## src/rtl/ufs_pkg.sv

```systemverilog
// shared types and constants for the union-find engine
// no dependencies; imported by ufs_store, ufs_seq and union_find_by_size_unit
package ufs_pkg;

	localparam int NODE_W  = 10;
	localparam int COUNT_W = 11;

	// request codes carried on the mode port
	localparam logic OP_FIND  = 1'b0;
	localparam logic OP_MERGE = 1'b1;

	typedef logic [NODE_W-1:0]  node_t;
	typedef logic [COUNT_W-1:0] count_t;

	typedef enum logic [3:0] {
		ST_IDLE,
		ST_WALK_RD,
		ST_WALK,
		ST_COMP_RD,
		ST_COMP,
		ST_SZ_RA,
		ST_SZ_RB,
		ST_LINK,
		ST_SZ_ONE,
		ST_DONE
	} state_t;

	// memory request from the sequencer to the table store
	typedef struct packed {
		logic   p_we;
		node_t  p_waddr;
		node_t  p_wdata;
		node_t  p_raddr;
		logic   s_we;
		node_t  s_waddr;
		count_t s_wdata;
		node_t  s_raddr;
	} mem_req_t;

	typedef struct packed {
		node_t  root;
		count_t count;
		logic   joined;
	} result_t;

endpackage

```

## src/rtl/ufs_seq.sv

```systemverilog
// sequencer for root walks, path compression and the size-based link
// depends on ufs_pkg; drives ufs_store through a mem_req_t
module ufs_seq #(
	parameter int NODES = 1024
) (
	input  logic              clk,
	input  logic              arst_n,
	input  logic              in_valid,
	output logic              in_ready,
	input  logic              mode,
	input  ufs_pkg::node_t    node_a,
	input  ufs_pkg::node_t    node_b,
	input  logic              store_ready,
	output ufs_pkg::mem_req_t req,
	input  ufs_pkg::node_t    p_rdata,
	input  ufs_pkg::count_t   s_rdata,
	output logic              res_valid,
	output ufs_pkg::result_t  res,
	input  logic              out_free
);
	import ufs_pkg::*;

	state_t  state_q, state_d;
	logic    merge_q, phase_b_q, moved_q, join_q;
	node_t   b_q, cur_q, start_q, top_q, ra_q, rb_q;
	count_t  sza_q;
	result_t res_q;

	logic    accept, a_ok, b_ok;
	node_t   cmp_x, cmp_y;
	logic    cmp_eq;
	logic    walk_end, to_phase_b;
	logic    link_swap;
	count_t  link_sum;
	node_t   link_root, link_child;
	state_t  after_walk;

	assign accept = in_valid && in_ready;
	assign a_ok   = 32'(node_a) < NODES;
	assign b_ok   = 32'(node_b) < NODES;

	// shared equality compare
	always_comb begin
		case (state_q)
			ST_WALK: begin
				cmp_x = p_rdata;
				cmp_y = cur_q;
			end
			ST_COMP: begin
				cmp_x = p_rdata;
				cmp_y = top_q;
			end
			default: begin
				cmp_x = ra_q;
				cmp_y = rb_q;
			end
		endcase
	end
	assign cmp_eq = cmp_x == cmp_y;

	assign walk_end   = (state_q == ST_WALK && cmp_eq && !moved_q)
		|| (state_q == ST_COMP && cmp_eq);
	assign to_phase_b = !phase_b_q && merge_q;
	assign after_walk = to_phase_b ? ST_WALK_RD : ST_SZ_RA;

	assign link_swap  = sza_q < s_rdata;
	assign link_sum   = sza_q + s_rdata;
	assign link_root  = link_swap ? rb_q : ra_q;
	assign link_child = link_swap ? ra_q : rb_q;

	// next state
	always_comb begin
		state_d = state_q;
		case (state_q)
			ST_IDLE: begin
				if (accept) begin
					state_d = a_ok ? ST_WALK_RD : ST_DONE;
				end
			end
			ST_WALK_RD: state_d = ST_WALK;
			ST_WALK: begin
				if (cmp_eq) begin
					state_d = moved_q ? ST_COMP_RD : after_walk;
				end
			end
			ST_COMP_RD: state_d = ST_COMP;
			ST_COMP: begin
				if (cmp_eq) begin
					state_d = after_walk;
				end
			end
			ST_SZ_RA: state_d = (merge_q && !cmp_eq) ? ST_SZ_RB : ST_SZ_ONE;
			ST_SZ_RB: state_d = ST_LINK;
			ST_LINK: state_d = ST_DONE;
			ST_SZ_ONE: state_d = ST_DONE;
			ST_DONE: begin
				if (out_free) begin
					state_d = ST_IDLE;
				end
			end
			default: state_d = ST_IDLE;
		endcase
	end

	// outputs and memory requests
	always_comb begin
		req       = '0;
		in_ready  = 1'b0;
		res_valid = 1'b0;
		req.p_raddr = cur_q;
		req.s_raddr = ra_q;
		case (state_q)
			ST_IDLE: in_ready = store_ready;
			ST_WALK: req.p_raddr = p_rdata;
			ST_COMP: begin
				req.p_raddr = p_rdata;
				req.p_we    = 1'b1;
				req.p_waddr = cur_q;
				req.p_wdata = top_q;
			end
			ST_SZ_RB: req.s_raddr = rb_q;
			ST_LINK: begin
				req.p_we    = 1'b1;
				req.p_waddr = link_child;
				req.p_wdata = link_root;
				req.s_we    = 1'b1;
				req.s_waddr = link_root;
				req.s_wdata = link_sum;
			end
			ST_DONE: res_valid = 1'b1;
			default: ;
		endcase
	end

	always_ff @(posedge clk or negedge arst_n) begin
		if (!arst_n) begin
			state_q <= ST_IDLE;
		end else begin
			state_q <= state_d;
		end
	end

	// datapath registers
	always_ff @(posedge clk) begin
		case (state_q)
			ST_IDLE: begin
				if (accept) begin
					merge_q   <= (mode == OP_MERGE) && b_ok;
					b_q       <= node_b;
					cur_q     <= node_a;
					start_q   <= node_a;
					phase_b_q <= 1'b0;
					moved_q   <= 1'b0;
					res_q     <= '{root: node_a, count: COUNT_W'(1), joined: 1'b0};
				end
			end
			ST_WALK: begin
				if (cmp_eq) begin
					top_q <= cur_q;
					if (phase_b_q) begin
						rb_q <= cur_q;
					end else begin
						ra_q <= cur_q;
					end
					// compression restarts from the walk's first node
					if (moved_q) begin
						cur_q <= start_q;
					end
				end else begin
					cur_q   <= p_rdata;
					moved_q <= 1'b1;
				end
			end
			ST_COMP: begin
				if (!cmp_eq) begin
					cur_q <= p_rdata;
				end
			end
			ST_SZ_RA: join_q <= merge_q && !cmp_eq;
			ST_SZ_RB: sza_q <= s_rdata;
			ST_LINK: res_q <= '{root: link_root, count: link_sum, joined: 1'b1};
			ST_SZ_ONE: res_q <= '{root: ra_q, count: s_rdata, joined: 1'b0};
			default: ;
		endcase
		// second walk starts from node_b
		if (walk_end && to_phase_b) begin
			cur_q     <= b_q;
			start_q   <= b_q;
			phase_b_q <= 1'b1;
			moved_q   <= 1'b0;
		end
	end

	assign res = res_q;

	// a finished result holds until the output register can take it
	a_done_hold: assert property (@(posedge clk) disable iff (!arst_n)
		state_q == ST_DONE && !out_free |=> state_q == ST_DONE)
		else $error("result dropped while output register full");

	// no parent write ever makes a node point at itself
	a_no_self_link: assert property (@(posedge clk) disable iff (!arst_n)
		req.p_we |-> req.p_waddr != req.p_wdata)
		else $error("parent write creates a self link");

	// sizes change only when two distinct sets are joined
	a_size_on_join: assert property (@(posedge clk) disable iff (!arst_n)
		req.s_we |-> join_q && merge_q && ra_q != rb_q)
		else $error("size written without a join");

	// no request is taken while the clearing pass runs
	a_no_accept_clear: assert property (@(posedge clk) disable iff (!arst_n)
		!store_ready |-> !in_ready)
		else $error("request accepted during clearing pass");

	// an accepted request always leaves idle
	a_leave_idle: assert property (@(posedge clk) disable iff (!arst_n)
		accept |=> state_q != ST_IDLE)
		else $error("accepted request lost");

endmodule

```

## config.mk

```make
export PLATFORM = sky130hd
export DESIGN_NAME = ufs_seq
export DESIGN_NICKNAME = d
export VERILOG_FILES = /design/src/rtl/ufs_pkg.sv /design/src/rtl/ufs_seq.sv
export SDC_FILE = /design/constraint.sdc
export NUM_CORES = 1
export LEC_CHECK = 0
export ABC_AREA = 1
export CORE_MARGIN = 2
export CORE_UTILIZATION = 45
export DETAILED_ROUTE_END_ITERATION = 10
export DONT_BUFFER_PORTS = 1
export PLACE_DENSITY = 0.66
export SLEW_MARGIN = 20
export SYNTH_ARGS = -nofsm -noshare
export SYNTH_HDL_FRONTEND = slang
export SYNTH_SLANG_ARGS = --single-unit
```

## constraint.sdc

```tcl
create_clock -name clk -period 3.35 [get_ports clk]
set_input_delay 0.1675 -clock clk [delete_from_list [all_inputs] [get_ports clk]]
set_output_delay 0.1675 -clock clk [all_outputs]
set_load 0.03 [all_outputs]
```

==> flow_summary.ini <==
[status]
run_status = complete, no violations

[clocking]
h-tree-depth = 3
cts_sinks = 100
cts_tree = done
clockBufferDepth = 2
cts-root-buf = clkbuf_16
clkTransAtPathRegs_ns = 0.07
cts_buffers = 9
insertion_delay_ns = 0.36

[cells_and_area]
design_area_um2 = 7152
syn2layout_area_growth_pct = 18.37
nets = 891
insertedDiodeCount = 0
final_cells = 1003
final_util_pct = 54.22
fill_cells = 1241
drive_above_1_share_pct = 11.25

[setup_path]
critPathLaunchType = register
crit_family = simple AND/OR/NAND/NOR gates
critical_path_class = register to output pin
r2r_slack_ns = 0.39
end_kind = output pin
critPathBufInv = 3
crit_path_cell_trace = ha_1, inv_1, o31ai_1, nand3_1, o2111ai_4, buf_4, nor2_1, nor2_1, inv_1, nand2_1
cpPeakStageDelay_ns = 0.40
cp_max_fo = 24
arrival_ns = 2.98
required_ns = 3.18
crit_slowest_cell = edfxtp_1

[synth]
synth-edff-count = 94
yosys_most_used_dff = edfxtp_1
synthMostInstantiatedCell = nand2_1
synth_area_per_cell_um2 = 8.013
synth_cells = 754
synth_cell_types = 39
synth_commonest_cells = nand2_1 (227), inv_1 (123), edfxtp_1 (94)
ys_ff_latch = 100
ys_seq_area_share_pct = 49.04
syn-num-nets = 823
synth_top_area_cell = edfxtp_1
asyncSetResetFlopFracSynth_pct = 4.000
yosys-top-cells-area = edfxtp_1 (47%), nand2_1 (14%), inv_1 (7.6%)
ys_warn_count = 0
yosysTopAreaCellShare_pct = 46.72
synth_area_um2 = 6042

[sta]
max_freq_mhz = 318.1
layout_setup_ws_ns = 0.2067
min_period_ns = 3.143
tns_ns = 0
hold_violations = 0
rsz0062_at_grt = false
period_share_pct = 93.83
slew_violations = 0
setup-violations-final = 0
tightest_slew_ns = 0.9978
slew_headroom_pct = 32.78
skew_ns = 0.007789

[pwr]
ir_drop_uv = 423.8
swShare_pct = 42.98
switchingPower_mw = 2.267
power.density_nw_per_um2 = 737.4
p_seq_share_pct = 37.9
p_leak_nw = 3.334
combPwrFrac_pct = 40.9
intPower_mw = 3.007
clkPwrFrac_pct = 21.2

[die]
dieArea_um2 = 14370
die_x_um = 119.9
core_area_um2 = 13190
num_io_pins = 134
die_height_um = 119.9
start_util_pct = 45.81
core.rowCount = 42

[routing]
via_per_inst = 5.432
vias = 5448
drtIter0Drc = 622
ant_nets = 0
drt_pre_antenna_iters = 6
post_drt_wl_per_cell_um = 17.41
drc_errors = 0
drt-total-wl_mm = 17.46

[place]
pre_cts_ws_ns = 0.2831
io_buffers = 0
placed_cells = 964
gp_congestion = 1.013
place_hpwl_mm = 13.08
placed_area_um2 = 6590

[grt]
grt_usage_pct = 24.79
antenna_found_initial = 0
grt_remaining_overflow = 0
grt_first_pass_wirelength_mm = 27.22
grt_max_degree = 36
grt_pass1_vias = 5242

[worst_hold_path]
hp-class = primary input to register

[flow_run]
maxCapViolations = 0
[what timing repair did]
| item | CTS | global route |
|---|---|---|
| hold buffers | 23 | 0 |
| hold endpoints to repair | 27 | 0 |
| endpoints found under the setup margin | 0 | 38 |
| buffers inserted | 0 | 0 |
| gates resized for setup | 0 | 3 |
[state kept, by name, indices dropped and copies added (netlist names), 10 cells and up]
register / cells
res: 22
sza_q: 11
b_q: 10
cur_q: 10
ra_q: 10
rb_q: 10
start_q: 10
top_q: 10
[per-layer routing]
| metal | up-vias | part of all wire (%) | track usage [%] |
|---|---|---|---|
| met5 | - | 0 | 0 |
| met4 | 0 | 2.5 | 9.044 |
| met3 | 39 | 11 | 7.890 |
| met2 | 294 | 48 | 40.46 |
| met1 | 2504 | 39 | 30.93 |
| li1 | 2611 | - | - |
[path summary, 6_finish.rpt]
path,start,end,cells past startpoint
max,sza_q[2],req[51],10
min,out_free,state_q[0],3
max reg2reg,state_q[2],cur_q[2],18
min reg2reg,phase_b_q,phase_b_q,2
max in group asynchronous,arst_n,state_q[3],1
min in group asynchronous,arst_n,state_q[2],1
[layout by cell type, fill, tap and decap left out, types with 2 or more instances in the layout]
master         instances
ha_1                  21
o22ai_1               11
nor2_2                 5
inv_2                  2
nor3_1                 5
o21ai_2                2
nand3_1               36
o221ai_1              10
nand2_2                7
dfrtp_1                4
buf_4                 59
a31oi_1                2
o21bai_1               7
a221oi_1               2
dfxtp_1                2
o31ai_1                2
inv_1                123
bufinv_16              2
a21oi_1               15
nand2_1              225
nor4_1                 4
o21ai_0               45
nand4_1               14
clkbuf_16              9
nor2_1                65
clkinv_1               3
o21ai_1               16
dlygate4sd3_1         23
edfxtp_1              94
[layout make-up]
class                   count  area [µm²]  share of cell area (%)
clock buffers               9       225.2                   3.149
clock inverters             7       90.09                   1.260
inverters                 126       473.0                   6.613
multi-input cells         503        2507                   35.06
flip-flops and latches    100        2963                   41.43
well taps                 176       220.2                   3.079
repair buffers             82       673.1                   9.412
[power by group through the flow]
stage / registers (mW) / clock network (mW) / logic [mW]
CTS: 1.99 / 1.14 / 2.13
floorplan: 1.96 / 0 / 1.52
detailed placement: 2.02 / 0 / 2.10
finish: 2.00 / 1.12 / 2.16
global placement: 2.01 / 0 / 2.07
global route: 2.02 / 1.18 / 2.38
[worst min-delay path: stages]
cell and delay [ns]:
inv_1 0.02, nand2_1 0.11, nand2_1 0.06
[logic make-up after synthesis]
group	after synthesis	synth area share [%]
and+or+nand+nor	363	24.73
buffers and inverters	151	9.919
AOI/OAI and AO/OA	117	11.47
DFF	100	49.04
adders and majority gates	22	4.680
muxes	1	0.1657
[per-stage QoR]
stage	total power, mW	hold slack, ns
6_report	5.274	0.03232
2_1_floorplan	3.478	-0.1281
3_3_place_gp	4.073	-0.1279
3_5_place_dp	4.123	-0.1279
4_1_cts	5.270	0.03090
5_1_grt	5.581	0.04741
No activity file was read; power rests on OpenSTA's default activity.
